File: config.mk
export PLATFORM = sky130hd
export DESIGN_NAME = bras_queue
export DESIGN_NICKNAME = d
export VERILOG_FILES = /design/src/design/bras_pkg.sv /design/src/design/bras_queue.sv
export SDC_FILE = /design/constraint.sdc
export NUM_CORES = 1
export LEC_CHECK = 0
export BUFFER_PORTS_ARGS = -buffer_cell sky130_fd_sc_hd__clkbuf_2
export CAP_MARGIN = 20
export CORE_ASPECT_RATIO = 0.7
export CORE_MARGIN = 2
export CORE_UTILIZATION = 49
export CTS_BUF_LIST = sky130_fd_sc_hd__clkbuf_2 sky130_fd_sc_hd__clkbuf_4 sky130_fd_sc_hd__clkbuf_8
export DETAILED_ROUTE_END_ITERATION = 7
export PLACE_DENSITY = 0.9
export REMOVE_ABC_BUFFERS = 1
export SLEW_MARGIN = 20
export SYNTH_ARGS = -nofsm -noshare
export SYNTH_HDL_FRONTEND = slang
export SYNTH_SLANG_ARGS = --single-unit
File: constraint.sdc
create_clock -name clk -period 10.4 [get_ports clk]
set_input_delay 1.04 -clock clk [delete_from_list [all_inputs] [get_ports clk]]
set_output_delay 1.04 -clock clk [all_outputs]
set_load 0.01 [all_outputs]
File: src/design/bras_pkg.sv
`default_nettype none
package bras_pkg;

  localparam int IDX_W = 17;
  localparam int VAL_W = 64;
  localparam int POS_W = 20;
  localparam int BLK_W = 18;

  typedef enum logic [1:0] {
    OP_LOAD  = 2'd0,
    OP_ADD   = 2'd1,
    OP_QUERY = 2'd2
  } op_t;

  typedef enum logic [1:0] {
    K_LOAD,
    K_ADD,
    K_QUERY,
    K_ERR
  } kind_t;

  typedef struct packed {
    kind_t              kind;
    logic [VAL_W-1:0]   value;
    logic [POS_W-1:0]   p1s;
    logic [POS_W-1:0]   p1e;
    logic [POS_W-1:0]   p2s;
    logic [POS_W-1:0]   p2e;
    logic [BLK_W-1:0]   k1;
    logic [BLK_W-1:0]   k2;
    logic [BLK_W-1:0]   wlo;
    logic [BLK_W-1:0]   wlast;
    logic               two_seg;
    logic               has_whole;
  } cmd_t;

  typedef enum logic [1:0] {
    F_IDLE,
    F_DIV,
    F_PUSH
  } front_state_t;

  typedef enum logic [3:0] {
    B_CLEAR,
    B_IDLE,
    B_LD_RD,
    B_LD_WR,
    B_SEG_HDR,
    B_SEG_LAT,
    B_SEG_RUN,
    B_SEG_DRAIN,
    B_SEG_WB,
    B_WH_RUN,
    B_WH_DRAIN,
    B_RESP
  } back_state_t;

endpackage
`default_nettype wire

File: src/design/bras_queue.sv
`default_nettype none
module bras_queue (
  input  wire logic      clk,
  input  wire logic      rst_n,
  input  bras_pkg::cmd_t push_cmd,
  input  wire logic      push_valid,
  output logic           push_ready,
  output bras_pkg::cmd_t pop_cmd,
  output logic           pop_valid,
  input  wire logic      pop_ready
);
  import bras_pkg::*;

  cmd_t       ent_r [2];
  logic       wp_r, rp_r;
  logic [1:0] cnt_r;
  logic       do_push, do_pop;

  assign push_ready = (cnt_r != 2'd2);
  assign pop_valid  = (cnt_r != 2'd0);
  assign pop_cmd    = ent_r[rp_r];
  assign do_push    = push_valid && push_ready;
  assign do_pop     = pop_valid && pop_ready;

  always_ff @(posedge clk) begin
    if (!rst_n) begin
      wp_r  <= 1'b0;
      rp_r  <= 1'b0;
      cnt_r <= 2'd0;
    end else begin
      if (do_push) wp_r <= ~wp_r;
      if (do_pop) rp_r <= ~rp_r;
      cnt_r <= cnt_r + {1'b0, do_push} - {1'b0, do_pop};
    end
    if (do_push) ent_r[wp_r] <= push_cmd;
  end

endmodule
`default_nettype wire

* Word level (Yosys, flattened, before mapping)
Memories as Yosys holds them, arrays and structs flattened. A register that Yosys moved wholly into a read port is not among the register bits.
Index checks and enable logic that the tools add are counted.
** Word-level totals
- Bits in registers :: 4
- Memory bits (writable) :: 440
- Input port bits :: 224
- Output and inout port bits :: 222
- Logic and storage cells :: 16
- Memories :: 1
** Memories
- ent_r :: words 2, bits a word 220, read ports 1, clocked after memory_dff 1, wr ports 1, line bras_queue.sv:14 : cmd_t ent_r [2];
** Operators by class
- Add/subtract/negate cells :: 2
- Equal/unequal tests :: 1
- Muxes and demuxes :: 4
- Bitwise gates (word level) :: 2
- Reductions and logical operators :: 3
** Operator list (count)
- $mux W1 :: 4
- $add A2 B1 Y2 :: 1
- $logic_and A1 B1 Y1 :: 2
- $ne A2 B2 Y1 const B :: 1
- $not A1 Y1 :: 2
- $reduce_bool A2 Y1 :: 1
- $sub A2 B1 Y2 :: 1

* Longest topological paths before layout
Gate-level depths: netlist of run 1.
- Depth in word-level cells :: 4
- Mapped depth :: 8
- Mapped depth without buffers :: 8

* Least setup slack after synthesis of run 1
OpenSTA, ideal clock, no wires.
- Kind :: input -> register
- Start point :: input port push_valid
- End point :: memory ent_r[0][0] in the netlist's numbering, enable pin
- Data arrival time :: 10253 ps
- Setup slack :: -657 ps
- Cell stages on the path :: 2
- Buffers on the path :: 0
- Cell sequence :: nand2_1 -> nor2_1
** Between the ends
- Word-level cells in the longest chain between the ends :: 3
** Ends and longest elaborated chain
- start: declaration :: line bras_queue.sv:6 : input wire logic push_valid,
- $logic_and A1 B1 Y1 :: line bras_queue.sv:22 : assign do_push = push_valid && push_ready;
- $mux W1 :: line bras_queue.sv:35 : if (do_push) ent_r[wp_r] <= push_cmd;
- $mux W1 (implied by the code) :: line bras_queue.sv:35
- end: declaration :: line bras_queue.sv:14
Every way passes these cells.

==> metrics.yaml, run 1 <==
tightestPinTransition_ns: 1.02
min_from: "wp_r"
ioPinCount: 446
cts_buffers: 67
crit_fanout: 74
initial_core_util_pct: 49.9
finalHoldViolations: 0
fmax_mhz: 240
layout-area-overhead-vs-synth_pct: 24.0
ctsResizeCount: 0
slew_violations: 0
fin_util_pct: 61.9
hold_slack_ns: 0.541
timing.final.crit_share_pct: 40.1
dp_hpwl_um: 22900
peakVddDrop_mv: 0.194
cp-end-kind: "primary output"
reg2reg_setup_slack_ns: 7.32
clock-root-buffer: "clkbuf_8"
track_usage_pct: 19.3
power.density_nw_per_um2: 239
num_vias: 8567
p_leak_nw: 7.60
post-synth-top-count-cell: "edfxtp_1"
period_needed_ns: 4.17
dr_wl_met2_um: 17200
grt_pass1_vias: 8954
ys_top_cells_by_area: "edfxtp_1, mux2_2, buf_6, dfxtp_1, xnor2_1"
syn_area_sq_um: 16200
ant_nets: 0
ys_ff_latch: 445
syn_inst: 708
antenna_found_initial: 3
htree_levels: 3
post_cts_buffers: 0
dp_slack_ns: 6.74
cts_buffer_depth: 3
async_reset_ff_share_pct: 0
route.detailed.drc: 0
power.total_mw: 4.80
synth_compound_area_share_pct: 0.0464
endpoint: "pop_cmd[6]"
drive_gt1_share_pct: 62.5
maxCapViolCount: 0
worstReg2RegEnd: "ent_r[1][84]"
syn_avg_cell_area_sq_um: 22.9
netlist-cell-type-count: 17
synth_edf_count: 440
synth.area.mux_share_pct: 15.4
avgViaCountPerCell: 5.09
tritoncts: "yes"
synth_fa_ha_area_share_pct: 0.155
yosys_warnings: 0
wl_met3_um: 3460
grt-ovfl-total: 0
netlist.area_leader.share_pct: 81.7
synth_common_cells: "edfxtp_1, mux2_2, buf_6, dfxtp_1, xnor2_1"
outcome: "finished, final reports clean"
finalClockSkew_ns: 0.0251
grt_pass1_wl_um: 50300
final_nets: 1431
synth_area_leader_cell: "edfxtp_1"
setup_viol_count_final: 0
dr.first_iter.drc_count: 506
cp-start-kind: "flop"
finalWorstSetupSlack_ns: 6.23
fill_cells: 2213
hold_path.class: "flop to flop"
drtPass1Iterations: 4
worstSetupPathType: "flop to primary output"
die_h_um: 156
met1_length_um: 12900
core_sq_um: 32400
clk_pin_slew_ns: 0.06
worst_r2r_startpoint: "cnt_r[0]"
yosys.area_share.simple_pct: 0.379
cts.sinks: 445
die-area_sq_um: 34500
clock_latency_ns: 0.58
cp.arrival_ns: 3.13
ys_seq_area_share_pct: 82.3
synth_top_family_by_area: "multiplexers"
grt_max_degree: 154
portBuffers: 445
rows: 55
rsz0062_at_grt: "false"
r2r_cells: 4
tns_ns: 0
cp.required_ns: 9.36
place_congestion: 0.791
die_w_um: 221
wl_per_cell_um: 20.4
routed.top_layer: "met5"
ctsHoldBuffers: 0
max-slew-margin-rel_pct: 32.0
synth_xor_area_share_pct: 0.162
routed_wl_um: 34400
synth_ff_type: "edfxtp_1"
registers in the layout (all words and copies together), names as in the netlist, named ones only:
name and flops:
ent_r 440, cnt_r 2, rp_r 1, wp_r 1
worst max-delay path: stages, from the launching register on:
cell      delay [ns]
dfxtp_4         0.98
buf_4           0.85
mux2_2          0.43
clkbuf_2        0.15
final cells by class:
class                           instances  area (sq um)  share of cell area, %
Antenna cell                            2          5.00                 0.0249
Clock buffer                          100          1210                   6.02
Clock inverter                         17          90.1                  0.449
Inverter                                1          3.75                 0.0187
Multi-Input combinational cell        238          2620                   13.1
Sequential cell                       445         13300                   66.4
Tap cell                              427           534                   2.66
Timing Repair Buffer                  452          2290                   11.4
power by group:
part | internal [mW] | total (mW) | leakage (nW) | switching [mW]
Clock | 0.745 | 1.37 | 0.691 | 0.629
Combinational | 0.488 | 1.09 | 2.75 | 0.597
Sequential | 2.26 | 2.34 | 4.15 | 0.0885
Total | 3.49 | 4.80 | 7.60 | 1.32
stage by stage:
stage | instances | area (sq um)
2_1_floorplan | 684 | 15900
3_3_place_gp | 1563 | 18800
3_5_place_dp | 1563 | 18800
4_1_cts | 1680 | 20100
5_1_grt | 1682 | 20100
6_report | 1682 | 20100
worst min path at each step:
stage                 to  slack (ns)  cells after the start
floorplan           wp_r        0.45                      2
detailed placement  rp_r        0.53                      2
global route        wp_r        0.57                      2
global placement    wp_r        0.51                      2
finish              wp_r        0.54                      2
CTS                 wp_r        0.55                      2
kinds of logic after synthesis:
| logic type | count (synthesis) |
|---|---|
| flops | 445 |
| mux | 221 |
| buf+inv | 25 |
| simple gates | 11 |
| xor+xnor | 3 |
| fa+ha+maj | 2 |
| compound gates | 1 |
cells in the final DEF (no fill, tap or decap), drive strengths merged:
cell type | netlist | layout
o21a | 1 | 1
and3 | 1 | 1
clkinvlp | 0 | 1
buf | 24 | 7
nor2b | 2 | 2
inv | 1 | 5
and2 | 2 | 2
nand2 | 2 | 2
clkinv | 0 | 12
ha | 2 | 2
xnor2 | 3 | 3
or2 | 1 | 1
clkbuf | 0 | 545
edfxtp | 440 | 440
nand2b | 2 | 2
mux2 | 220 | 220
dfxtp | 5 | 5
mux2i | 1 | 1
diode | 0 | 2
nor2 | 1 | 1
per-layer routing:
metal | global-route usage (%) | up-vias
met5 | 0 | -
met4 | 7.38 | 2
met3 | 7.80 | 54
met2 | 32.4 | 378
met1 | 22.5 | 4291
li1 | - | 3842
(Power assumes the default switching activity.)
==> inputs of run 2 (changes only) <==
Settings changed: ABC_AREA set to 1.
Clock period 10.4 ns to 3.72 ns, I/O delays scaled along.
==> metrics.yaml, run 2 <==
clk_pin_slew_ns: 0.07  # about the same
maxCapViolCount: 0  # unchanged
syn_inst: 720  # +1.7%
portBuffers: 445  # unchanged
clkPwrFrac_pct: 27.8  # -0.8 points
rsz0062_at_grt: "false"
max-slew-margin-rel_pct: 49.0  # +17 points
synth_ff_type: "edfxtp_1"
core_sq_um: 32400  # unchanged
synth_edf_count: 440  # unchanged
slew_violations: 0  # unchanged
final_cell_mix: "clkbuf_2, edfxtp_1, dlygate4sd3_1, mux2_2, clkbuf_8"
post_cts_buffers: 0  # unchanged
die_h_um: 156  # about the same
avgViaCountPerCell: 5.15  # +1.1%
power.switching_mw: 4.04  # +210%
track_usage_pct: 25.2  # +5.9 points
fin_util_pct: 69.2  # +7.2 points
finalClockSkew_ns: 0.0262  # +0.00108 ns
hold_path.class: "input pin to flop"
finalHoldViolations: 0  # unchanged
layout-area-overhead-vs-synth_pct: 38.5
die_w_um: 221  # about the same
async_reset_ff_share_pct: 0  # unchanged
drtPass1Iterations: 4  # unchanged
power.density_nw_per_um2: 619  # +160%
final_nets: 1679  # +17%
grt-ovfl-total: 0  # unchanged
swShare_pct: 29.1  # +1.7 points
antenna_found_initial: 3  # unchanged
drive_gt1_share_pct: 52.7  # -9.8 points
place_congestion: 0.778  # -1.7%
cp.arrival_ns: 2.43  # -0.70 ns
cts.sinks: 445  # unchanged
cp-start-kind: "flop"
htree_levels: 3  # unchanged
max_stage_delay_ns: 0.81  # -0.17 ns
timing.final.crit_share_pct: 75.4
wl_per_cell_um: 22.8  # +12%
initial_core_util_pct: 49.9  # about the same
top_regs: "ent_r: 440 flops, cnt_r: 2 flops"
cp.required_ns: 3.35  # -6.01 ns
crit_buf_inv: 2  # unchanged
stdcell_area_sq_um: 22400  # +12%
grt_pass1_wl_um: 65100  # +29%
synth_common_cells: "edfxtp_1, mux2_2, buf_6, nand2_1, nor2_1"
num_vias: 9917  # +16%
layout_commonest_cell: "clkbuf_2"
netlist.area_leader.share_pct: 81.6  # about the same
ys_ff_latch: 445  # unchanged
outcome: "finished, final reports clean"
syn_area_sq_um: 16200  # about the same
worstSetupPathType: "flop to primary output"
routed_wl_um: 44000  # +28%
p_leak_nw: 8.62  # +13%
synth_area_leader_cell: "edfxtp_1"
largest_reg_flops: 440  # unchanged
fill_cells: 1873  # -15%
yosys_warnings: 0  # unchanged
dr.first_iter.drc_count: 694  # +37%
dp_hpwl_um: 24600  # +7.7%
tightestPinTransition_ns: 0.764  # -0.255 ns
peakVddDrop_mv: 0.569  # +190%
cts_buffers: 66  # -1.5%
crit_fanout: 47  # -36%
period_needed_ns: 2.81
netlist-cell-type-count: 11  # -6
ioPinCount: 446  # unchanged
post-synth-top-count-cell: "edfxtp_1"
combPwrFrac_pct: 24.7  # +2.1 points
place_area_sq_um: 19000  # +1.1%
ant_nets: 0  # unchanged
hold_slack_ns: 0.135  # -0.406 ns
clock_latency_ns: 0.59  # about the same
cp_slowest_cell: "dfxtp_4"
largest_register: "ent_r"
crit_chain: "buf_4, mux2_2, clkbuf_2"
cp-end-kind: "primary output"
tritoncts: "yes"
grt_pass1_vias: 11039  # +23%
ys_seq_area_share_pct: 82.2  # about the same
ys_top_cells_by_area: "edfxtp_1, mux2_2, buf_6, dfxtp_1, nand2_1"
crit_family: "flip-flops"
grt_max_degree: 97  # -37%
fmax_mhz: 356
seq_power_share_pct: 47.6  # -1.2 points
route.detailed.drc: 0  # unchanged
cts_buffer_depth: 3  # unchanged
internal-power_mw: 9.85  # +180%
setup_viol_count_final: 0  # unchanged
syn_avg_cell_area_sq_um: 22.5  # -1.6%
clock-root-buffer: "clkbuf_8"
die-area_sq_um: 34500  # about the same
rows: 55  # unchanged
-- run 2: cell types whose count changed after synthesis --
cell      change
nand3_1       +3
and2_1        -2
or2_2         -1
nand2b_1      -2
o21a_1        -1
nor2_1        +7
and3_1        -1
inv_1         +6
xnor2_1       -3
nor2b_1       -2
a21oi_1       +2
mux2i_1       -1
nand2_1       +7
-- run 2: per-layer routing --
layer	wire length (um)	GRT usage [%]
met1	15900	28.4
met2	22600	44.1
met4	1460	10.5
met5	0	0
met3	4040	8.59
-- run 2: final timing paths --
path | from | to | slack [ns] | cells after the start
setup / recovery | flop | pop_cmd[79] | 0.91 | 3
hold / removal | pop_ready | rp_r | 0.13 | 4
setup reg to reg | cnt_r[0] | ent_r[1][180] | 1.51 | 5
hold reg to reg | rp_r | rp_r | 0.54 | 2
-- run 2: area by class of cell --
type	count	area, sq um	area share [%]
sequential	445	13300	59.4
timing repair buffer	689	4700	21.0
multi-input combinational	244	2600	11.6
clock buffer	84	1070	4.77
tap	427	534	2.38
clock inverter	27	160	0.714
inverter	7	33.8	0.151
antenna	3	7.51	0.0335
-- run 2: kinds of logic after synthesis --
family                   synth area share (%)
flip-flops                               82.2
AO/OA/AOI/OAI                          0.0618
AND/OR/NAND/NOR                         0.487
multiplexers                             15.3
buffers and inverters                    1.75
adder cells (fa/ha/maj)                 0.155
-- run 2: power groups by stage --
stage | Combinational, mW | Clock [mW] | Sequential [mW]
3_5_place_dp | 3.12 | 0 | 6.67
5_1_grt | 3.61 | 4.15 | 6.66
4_1_cts | 3.35 | 3.86 | 6.58
3_3_place_gp | 3.05 | 0 | 6.62
6_report | 3.42 | 3.86 | 6.61
2_1_floorplan | 1.76 | 0 | 6.92
-- run 2: what timing repair did --
action / 4_1_cts / 5_1_grt
resized for setup: 0 / 0
hold buffers: 221 / 0
hold endpoints to repair: 443 / 0
setup endpoints to repair: 0 / 0
-- run 2: metrics by stage --
stage / total power, mW / setup WS (ns) / setup TNS, ns / std cells
finish: 13.9 / 0.915 / 0 / 1926
global placement: 9.67 / 1.61 / 0 / 1591
floorplan: 8.69 / -6.83 / -2447.61 / 696
detailed placement: 9.80 / 1.51 / 0 / 1591
CTS: 13.8 / 0.873 / 0 / 1923
global route: 14.4 / 0.803 / 0 / 1926
-- run 2: worst reg2reg max path: stages, from the launching register on --
cell and delay [ns]:
dfxtp_1 0.36, inv_1 0.06, nand2_1 0.15, nand3_1 0.25
inv_8 0.60, buf_4 0.46
