`src/design/bras_pkg.sv`:
```
`default_nettype none
package bras_pkg;

  localparam int IDX_W = 17;
  localparam int VAL_W = 64;
  localparam int POS_W = 20;
  localparam int BLK_W = 18;

  typedef enum logic [1:0] {
    OP_LOAD  = 2'd0,
    OP_ADD   = 2'd1,
    OP_QUERY = 2'd2
  } op_t;

  typedef enum logic [1:0] {
    K_LOAD,
    K_ADD,
    K_QUERY,
    K_ERR
  } kind_t;

  typedef struct packed {
    kind_t              kind;
    logic [VAL_W-1:0]   value;
    logic [POS_W-1:0]   p1s;
    logic [POS_W-1:0]   p1e;
    logic [POS_W-1:0]   p2s;
    logic [POS_W-1:0]   p2e;
    logic [BLK_W-1:0]   k1;
    logic [BLK_W-1:0]   k2;
    logic [BLK_W-1:0]   wlo;
    logic [BLK_W-1:0]   wlast;
    logic               two_seg;
    logic               has_whole;
  } cmd_t;

  typedef enum logic [1:0] {
    F_IDLE,
    F_DIV,
    F_PUSH
  } front_state_t;

  typedef enum logic [3:0] {
    B_CLEAR,
    B_IDLE,
    B_LD_RD,
    B_LD_WR,
    B_SEG_HDR,
    B_SEG_LAT,
    B_SEG_RUN,
    B_SEG_DRAIN,
    B_SEG_WB,
    B_WH_RUN,
    B_WH_DRAIN,
    B_RESP
  } back_state_t;

endpackage
`default_nettype wire

```
`src/design/bras_if.sv`:
```
`default_nettype none
interface bras_in_if;
  logic                          valid;
  logic                          ready;
  logic [1:0]                    operation;
  logic [bras_pkg::IDX_W-1:0]    left_index;
  logic [bras_pkg::IDX_W-1:0]    right_index;
  logic signed [bras_pkg::VAL_W-1:0] operand_value;

  modport source (output valid, operation, left_index, right_index, operand_value,
                  input ready);
  modport sink (input valid, operation, left_index, right_index, operand_value,
                output ready);
endinterface

`default_nettype wire

```
`src/design/bras_front.sv`:
```
`default_nettype none
module bras_front #(
  parameter int MAX_ELEMENTS = 65536,
  parameter int BLOCK_SIZE   = 256
) (
  input  wire logic            clk,
  input  wire logic            rst_n,
  bras_in_if.sink              in_ch,
  output bras_pkg::cmd_t       cmd,
  output logic                 cmd_valid,
  input  wire logic            cmd_ready
);
  import bras_pkg::*;

  localparam int NB = (MAX_ELEMENTS + BLOCK_SIZE - 1) / BLOCK_SIZE;
  localparam int AW = $clog2(MAX_ELEMENTS);
  localparam int BW = (NB > 1) ? $clog2(NB) : 1;
  localparam int OW = $clog2(BLOCK_SIZE);
  localparam int QS = IDX_W + OW;
  localparam int MW = IDX_W + 1;
  localparam int PW = IDX_W + MW;
  localparam longint RECIP = ((longint'(1) << QS) + longint'(BLOCK_SIZE) - longint'(1)) /
                             longint'(BLOCK_SIZE);

  front_state_t     state_r, state_nxt;
  logic [IDX_W-1:0] da_r, da_nxt, db_r, db_nxt;
  logic [OW-1:0]    ra_r, ra_nxt, rb_r, rb_nxt;
  logic [IDX_W-1:0] a_r, a_nxt, b_r, b_nxt;
  kind_t            kind_r, kind_nxt;
  logic [VAL_W-1:0] val_r, val_nxt;
  logic             in_acc, li_bad, ri_bad, err;
  logic [PW-1:0]    qa_prod, qb_prod;
  logic [IDX_W-1:0] qa, qb, rem_a, rem_b;
  logic [BW-1:0]    ba, bb;
  logic [AW-1:0]    a_aw, b_aw, fend, p2s;
  logic [BW:0]      ba1;

  assign in_acc = in_ch.valid && in_ch.ready;
  assign in_ch.ready = (state_r == F_IDLE);
  assign cmd_valid = (state_r == F_PUSH);

  always_comb begin
    li_bad = (in_ch.left_index == '0) || (32'(in_ch.left_index) > 32'(MAX_ELEMENTS));
    ri_bad = (in_ch.right_index == '0) || (32'(in_ch.right_index) > 32'(MAX_ELEMENTS));
    case (in_ch.operation)
      OP_LOAD:  err = li_bad;
      OP_ADD,
      OP_QUERY: err = li_bad || ri_bad || (in_ch.left_index > in_ch.right_index);
      default:  err = 1'b1;
    endcase
  end

  always_comb begin
    state_nxt = state_r;
    case (state_r)
      F_IDLE:  if (in_acc) state_nxt = err ? F_PUSH : F_DIV;
      F_DIV:   state_nxt = F_PUSH;
      F_PUSH:  if (cmd_ready) state_nxt = F_IDLE;
      default: state_nxt = F_IDLE;
    endcase
  end

  always_comb begin
    da_nxt   = da_r;
    db_nxt   = db_r;
    ra_nxt   = ra_r;
    rb_nxt   = rb_r;
    a_nxt    = a_r;
    b_nxt    = b_r;
    kind_nxt = kind_r;
    val_nxt  = val_r;
    qa_prod  = PW'(a_r) * PW'(RECIP);
    qb_prod  = PW'(b_r) * PW'(RECIP);
    qa       = IDX_W'(qa_prod >> QS);
    qb       = IDX_W'(qb_prod >> QS);
    rem_a    = a_r - IDX_W'(qa * IDX_W'(BLOCK_SIZE));
    rem_b    = b_r - IDX_W'(qb * IDX_W'(BLOCK_SIZE));
    case (state_r)
      F_IDLE: begin
        if (in_acc) begin
          a_nxt   = in_ch.left_index - IDX_W'(1);
          b_nxt   = in_ch.right_index - IDX_W'(1);
          val_nxt = in_ch.operand_value;
          if (err) kind_nxt = K_ERR;
          else if (in_ch.operation == OP_LOAD) kind_nxt = K_LOAD;
          else if (in_ch.operation == OP_ADD) kind_nxt = K_ADD;
          else kind_nxt = K_QUERY;
        end
      end
      F_DIV: begin
        da_nxt = qa;
        db_nxt = qb;
        ra_nxt = OW'(rem_a);
        rb_nxt = OW'(rem_b);
      end
      default: begin
      end
    endcase
  end

  always_comb begin
    ba   = BW'(da_r);
    bb   = BW'(db_r);
    a_aw = AW'(a_r);
    b_aw = AW'(b_r);
    fend = (ba == bb) ? b_aw : (a_aw + AW'(BLOCK_SIZE - 1) - AW'(ra_r));
    p2s  = b_aw - AW'(rb_r);
    ba1  = (BW+1)'(ba) + (BW+1)'(1);
    cmd.kind      = kind_r;
    cmd.value     = val_r;
    cmd.p1s       = POS_W'(a_aw);
    cmd.p1e       = POS_W'(fend);
    cmd.p2s       = POS_W'(p2s);
    cmd.p2e       = POS_W'(b_aw);
    cmd.k1        = BLK_W'(ba);
    cmd.k2        = BLK_W'(bb);
    cmd.wlo       = BLK_W'(ba1);
    cmd.wlast     = BLK_W'(bb - BW'(1));
    cmd.two_seg   = (ba != bb);
    cmd.has_whole = (ba1 < (BW+1)'(bb));
  end

  always_ff @(posedge clk) begin
    if (!rst_n) begin
      state_r <= F_IDLE;
    end else begin
      state_r <= state_nxt;
    end
    da_r   <= da_nxt;
    db_r   <= db_nxt;
    ra_r   <= ra_nxt;
    rb_r   <= rb_nxt;
    a_r    <= a_nxt;
    b_r    <= b_nxt;
    kind_r <= kind_nxt;
    val_r  <= val_nxt;
  end

endmodule
`default_nettype wire

```
`src/flat_wrapper.sv`:
```
// flat-port wrapper written by rule: the top's interface ports become plain ports
module bras_front_flat import bras_pkg::*;
#(
  parameter int MAX_ELEMENTS = 65536,
  parameter int BLOCK_SIZE   = 256
)
  (clk, rst_n, cmd, cmd_valid, cmd_ready, in_ch_valid, in_ch_operation, in_ch_left_index, in_ch_right_index, in_ch_operand_value, in_ch_ready);
  bras_in_if in_ch_i ();
  input  wire logic clk;
  input  wire logic rst_n;
  output bras_pkg::cmd_t cmd;
  output logic cmd_valid;
  input  wire logic cmd_ready;
  input wire logic [$bits(in_ch_i.valid)-1:0] in_ch_valid;
  input wire logic [$bits(in_ch_i.operation)-1:0] in_ch_operation;
  input wire logic [$bits(in_ch_i.left_index)-1:0] in_ch_left_index;
  input wire logic [$bits(in_ch_i.right_index)-1:0] in_ch_right_index;
  input wire logic [$bits(in_ch_i.operand_value)-1:0] in_ch_operand_value;
  output wire logic [$bits(in_ch_i.ready)-1:0] in_ch_ready;
  assign in_ch_i.valid = in_ch_valid;
  assign in_ch_i.operation = in_ch_operation;
  assign in_ch_i.left_index = in_ch_left_index;
  assign in_ch_i.right_index = in_ch_right_index;
  assign in_ch_i.operand_value = in_ch_operand_value;
  assign in_ch_ready = in_ch_i.ready;
  bras_front #(.MAX_ELEMENTS(MAX_ELEMENTS), .BLOCK_SIZE(BLOCK_SIZE)) u_core (.clk(clk), .rst_n(rst_n), .in_ch(in_ch_i), .cmd(cmd), .cmd_valid(cmd_valid), .cmd_ready(cmd_ready));
endmodule
```
`config.mk`:
```
export PLATFORM = sky130hd
export DESIGN_NAME = bras_front_flat
export DESIGN_NICKNAME = d
export VERILOG_FILES = /design/src/design/bras_pkg.sv /design/src/design/bras_if.sv /design/src/design/bras_front.sv /design/src/flat_wrapper.sv
export SDC_FILE = /design/constraint.sdc
export NUM_CORES = 1
export LEC_CHECK = 0
export ABC_AREA = 1
export BUFFER_PORTS_ARGS = -buffer_cell sky130_fd_sc_hd__buf_2
export CORE_MARGIN = 5
export CORE_UTILIZATION = 45
export CTS_BUF_LIST = sky130_fd_sc_hd__clkbuf_8
export DETAILED_ROUTE_END_ITERATION = 16
export PLACE_DENSITY = 0.82
export SLEW_MARGIN = 20
export SYNTH_ARGS = -nofsm -noshare
export SYNTH_HDL_FRONTEND = slang
export SYNTH_SLANG_ARGS = --single-unit
```
`constraint.sdc`:
```
create_clock -name clk -period 5.3 [get_ports clk]
set_clock_uncertainty 0.05 [all_clocks]
set_input_delay 0.265 -clock clk [delete_from_list [all_inputs] [get_ports clk]]
set_output_delay 0.265 -clock clk [all_outputs]
set_load 0.02 [all_outputs]
```
# ---- After elaboration in Yosys (flattened, before gate mapping)
# Cells that the tools add are included.
dict set report totals {
  regBits 132
  input_bits 104
  out_inout_bits 222
}
dict set report op_classes {
  add_sub_neg 9
  order_cmp 4
  eq_ne 8
  mux 8
  n_reduce_logical 12
}
# cell count
set ops {}
lappend ops {{17-bit greater-than comparator, second input constant} 2}
lappend ops {{17-bit zero test} 2}
lappend ops {{16-bit by 1-bit subtractor with 16-bit output, second input constant} 2}
lappend ops {{16-bit by 8-bit subtractor with 16-bit output} 2}
lappend ops {{17-bit greater-than comparator} 1}
lappend ops {{16-bit by 8-bit adder with 16-bit output, second input constant} 1}
lappend ops {{16-bit 2-to-1 mux} 1}
lappend ops {{8-bit by 1-bit subtractor with 8-bit output, second input constant} 2}
lappend ops {{2-bit 2-to-1 mux} 5}
lappend ops {{8-bit by 1-bit adder with 9-bit output, second input constant} 1}
lappend ops {{9-bit by 8-bit less-than comparator with 1-bit output} 1}
lappend ops {{8-bit by 1-bit subtractor with 9-bit output, second input constant} 1}
lappend ops {{8-bit == test} 1}
lappend ops {{8-bit inequality test} 1}
lappend ops {{2-bit one-hot mux with 3 select lines} 1}
lappend ops {{2-bit by 1-bit == test with 1-bit output, second input constant} 2}
lappend ops {{2-bit == test, second input constant} 2}
lappend ops {{2-bit zero test} 2}
lappend ops {{1-bit logical OR} 4}
lappend ops {{2-bit AND reduction} 2}
lappend ops {{2-bit by 1-bit inequality test with 1-bit output, second input constant} 1}
lappend ops {{2-bit inequality test, second input constant} 1}
lappend ops {{1-bit one-hot mux with 2 select lines} 1}
lappend ops {{2-bit OR reduction} 1}
lappend ops {{1-bit logical AND} 1}

# ---- Longest topological paths before layout
dict set report logic_depth {
  ltp_word 8
  mapped_depth 16
  depth_no_buf 16
}

# ---- Worst setup path before layout
# OpenSTA, ideal clock, no wires.
dict set report synth_path {
  kind {register to register}
  from {register u_core.state_r[1]}
  to {register u_core.a_r[0], enable pin}
  setup_ns 0.451
  arrival_time_ns 2.714
  required_time_ns 4.799
  setup_slack_ns 2.085
  path_stages_with_launch 4
  path_buffers 0
  period_less_slack_ns 3.215
  cell_sequence {dfxtp_1 -> nor2_1 -> nand2_1 -> inv_1}
}
dict set report synth_between {
  elab_chain_len 3
}
# element line_no
set synth_lines {}
lappend synth_lines {{from (decl)} bras_front.sv:25} ;# front_state_t state_r, state_nxt;
lappend synth_lines {{from (signal assigned)} bras_front.sv:127} ;# state_r <= state_nxt;
lappend synth_lines {{2-bit zero test *} bras_front.sv:39} ;# assign in_ch.ready = (state_r == F_IDLE);
lappend synth_lines {{via in_ch_ready} flat_wrapper.sv:19} ;# output wire logic [$bits(in_ch_i.ready)-1:0] in_ch_ready;
lappend synth_lines {{1-bit logical AND} bras_front.sv:38} ;# assign in_acc = in_ch.valid && in_ch.ready;
lappend synth_lines {{2-bit AND reduction (no source line) *} -}
lappend synth_lines {{to (signal assigned)} bras_front.sv:133} ;# a_r <= a_nxt;
lappend synth_lines {{to (decl)} bras_front.sv:28} ;# logic [IDX_W-1:0] a_r, a_nxt, b_r, b_nxt;
# The timed path passes the listed nets; every way through them passes the cells marked *.
# A chain may end at the register's enable or synchronous reset.

==> flow_summary.toml <==
[worst_setup_path]
critPathLaunchType = "register"
crit_chain = "ha_1 > ha_1 > fa_1 > nand3_1 > nand3_1 > a21o_1 > or2_0 > nand3_1 > nand2_1 > buf_2"
arrival_ns = 2.86
rr_worst_depth = 4
max_stage_delay_ns = 0.44
cp_max_fo = 4
cp.depth = 10
cp-end-kind = "primary output"
path_class = "reg2out"
worst_ep_required_time_ns = 4.99
slowest_stage = "fa_1"
path_delay_family = "adder cells"
critPathBufInv = 1
path_common_cell = "nand3_1"

[layout]
multi_input_area_um2 = 3090
layout-drive-gt1-share_pct = 33.0
nFillCells = 1383
mostFrequentLayoutCells = "buf_2, edfxtp_1, nand2_1"
fin_util_pct = 61.1
final-seq-area_um2 = 3940
layout.nets = 1260
syn_to_final_growth_pct = 32.3
n_antenna_cell = 0
mostFrequentLayoutCell = "buf_2"
final_area_um2 = 10200

[global_route]
grt_max_degree = 55
grt_overflow = 0
grt_pass1_vias = 6309
grt_pass1_wl_mm = 33.5
grt_usage_pct = 21.7
antenna_found_initial = 1

[power]
comb_power_share_pct = 25.2
pwr-share-seq_pct = 44.8
switchingPower_uw = 958
peakVddDrop_mv = 0.175
leakagePower_uw = 0.00491
power_density_nw_per_um2 = 282
clkPwrFrac_pct = 30.0
switching_share_pct = 33.3
internal_power_uw = 1920

[timing]
rsz0062_at_grt = "no"
setup_tns_ns = 0
max_slew.worst_pin.slew_ns = 1.01
holdWs_ns = 0.0569
slew_violations = 0
slew_headroom_pct = 32.3
period_needed_ns = 3.18
fmax_mhz = 314
hold_viol = 0
finalCritPeriodShare_pct = 60.0
setup_ws_ns = 2.12
setup_viol = 0

[clock_network]
numCtsBuffers = 17
clk_latency_ns = 0.45
cts_root_buffer = "clkbuf_8"
cts_tree = "done"
htreeDepth = 4
clock_path_buffers = 2
cts_sinks = 132
clk_transition_reported_paths_ns = 0.08

[synth]
synth.largest_area_cell = "edfxtp_1"
yosys-top-cells-area = "edfxtp_1, ha_1, nand2_1"
yosysSeqAreaShare_pct = 51.1
avgSynthCellArea_um2 = 10.5
yosys_warnings = 0
syn_area_um2 = 7710
synth_cell_type_count = 44
yosysTopAreaCellShare_pct = 50.6
syn_inst = 737
ys_seq_elements = 132

[die]
start_util_pct = 46.2
ioPinCount = 326
placementRows = 47
core_um2 = 16700
dieHeight_um = 141
die-area_um2 = 19900
dieWidth_um = 141

[detailed_routing]
drc = 0
first_pass_iters = 5
totalWireLength_mm = 22.0
drtIter0Drc = 400
postRouteAntennaNets = 0
wire_per_inst_um = 16.6
vias = 6283
vias_per_cell = 4.75

[hold_path]
hold_class = "in2reg"
min_path_cells = 3

[place]
portBuffers = 280
dp_hpwl_mm = 17.3
dpl_cell_area_um2 = 9150
finalWeightedCongestion = 0.930
dp_slack_ns = 2.60

[outcome]
status = "finished, final reports clean"

[run]
drv_cap = 0
what timing repair did:
item,CTS,global route
buffers inserted,0,0
setup endpoints to repair,0,0
hold endpoints to repair,66,0
resized for setup,0,0
hold buffers,65,0
kinds of logic after synthesis:
| kind of cell | synth area share [%] |
|---|---|
| other | 0.0486 |
| and+or+nand+nor | 15.7 |
| AOI/OAI and AO/OA | 4.32 |
| xor gates and xnor gates | 6.93 |
| DFF | 51.1 |
| buffers and inverters | 11.0 |
| adders and majority gates | 10.9 |
area by class of cell:
| class | instances | area share, % |
|---|---|---|
| well taps | 220 | 2.70 |
| flip-flops and latches | 132 | 38.6 |
| multi-input cells | 478 | 30.3 |
| inverters | 115 | 4.24 |
| repair buffers | 346 | 20.2 |
| clock buffers | 17 | 2.29 |
| clock inverters | 15 | 1.67 |
layer usage:
layer / wire, um / vias to the layer above / track usage [%] / share of wire (%)
li1: - / 3066 / - / -
met1: 8510 / 2910 / 26.7 / 39
met2: 11600 / 253 / 38.4 / 53
met3: 1300 / 52 / 3.49 / 5.9
met4: 597 / 2 / 8.31 / 2.7
met5: 13 / - / 0 / 0.059
path summary, 6_finish.rpt:
path                               endpoint                            from  slack, ns
max                                cmd[127]         u_core.a_r[1]$_DFFE_PP_       2.12
max reg2reg      u_core.val_r[50]$_DFFE_PP_  u_core.state_r[1]$_SDFFE_PN0P_       3.01
min reg2reg        u_core.ra_r[4]$_DFFE_PP_         u_core.a_r[4]$_DFFE_PP_       0.44
min          u_core.state_r[0]$_SDFFE_PN0P_                     in_ch_valid       0.06
tightest hold or removal path: cells and delay by family:
family	cells	cell delay (ns)
AND/OR/NAND/NOR	2	0.15
buffers and inverters	1	0.10
synth_stat cells (all sizes together):
library cell	instances
inv	114
o31ai	3
xnor2	13
edfxtp	130
or2	5
nor4	4
nor3	11
a211oi	1
dfxtp	2
clkinv	1
o22ai	1
o211ai	1
o21bai	3
a21oi	25
o221ai	1
buf	56
conb	1
ha	64
nand4	10
xor2	48
nand3	35
a21boi	1
nor2	57
o21ai	16
a21o	4
o21a	1
fa	2
nand2	125
nand3b	2
power by group through the flow:
stage / Clock (uW) / Combinational, uW / Sequential, uW
3_3_place_gp: 0 / 673 / 1310
4_1_cts: 879 / 726 / 1290
2_1_floorplan: 0 / 383 / 1380
5_1_grt: 932 / 790 / 1300
3_5_place_dp: 0 / 684 / 1310
6_report: 864 / 725 / 1290
registers in the layout, indices dropped and copies added, names as in the netlist:
| register | count |
|---|---|
| u_core.a_r | 16 |
| u_core.rb_r | 8 |
| u_core.val_r | 64 |
| u_core.kind_r | 2 |
| u_core.state_r | 2 |
| u_core.da_r | 8 |
| u_core.b_r | 16 |
| u_core.db_r | 8 |
| u_core.ra_r | 8 |
stage by stage:
step                cells  power [uW]
global route         1323        3020
global placement     1226        1980
CTS                  1323        2890
finish               1323        2880
floorplan             781        1760
detailed placement   1226        2000
Power figures use the tool's default switching activity.
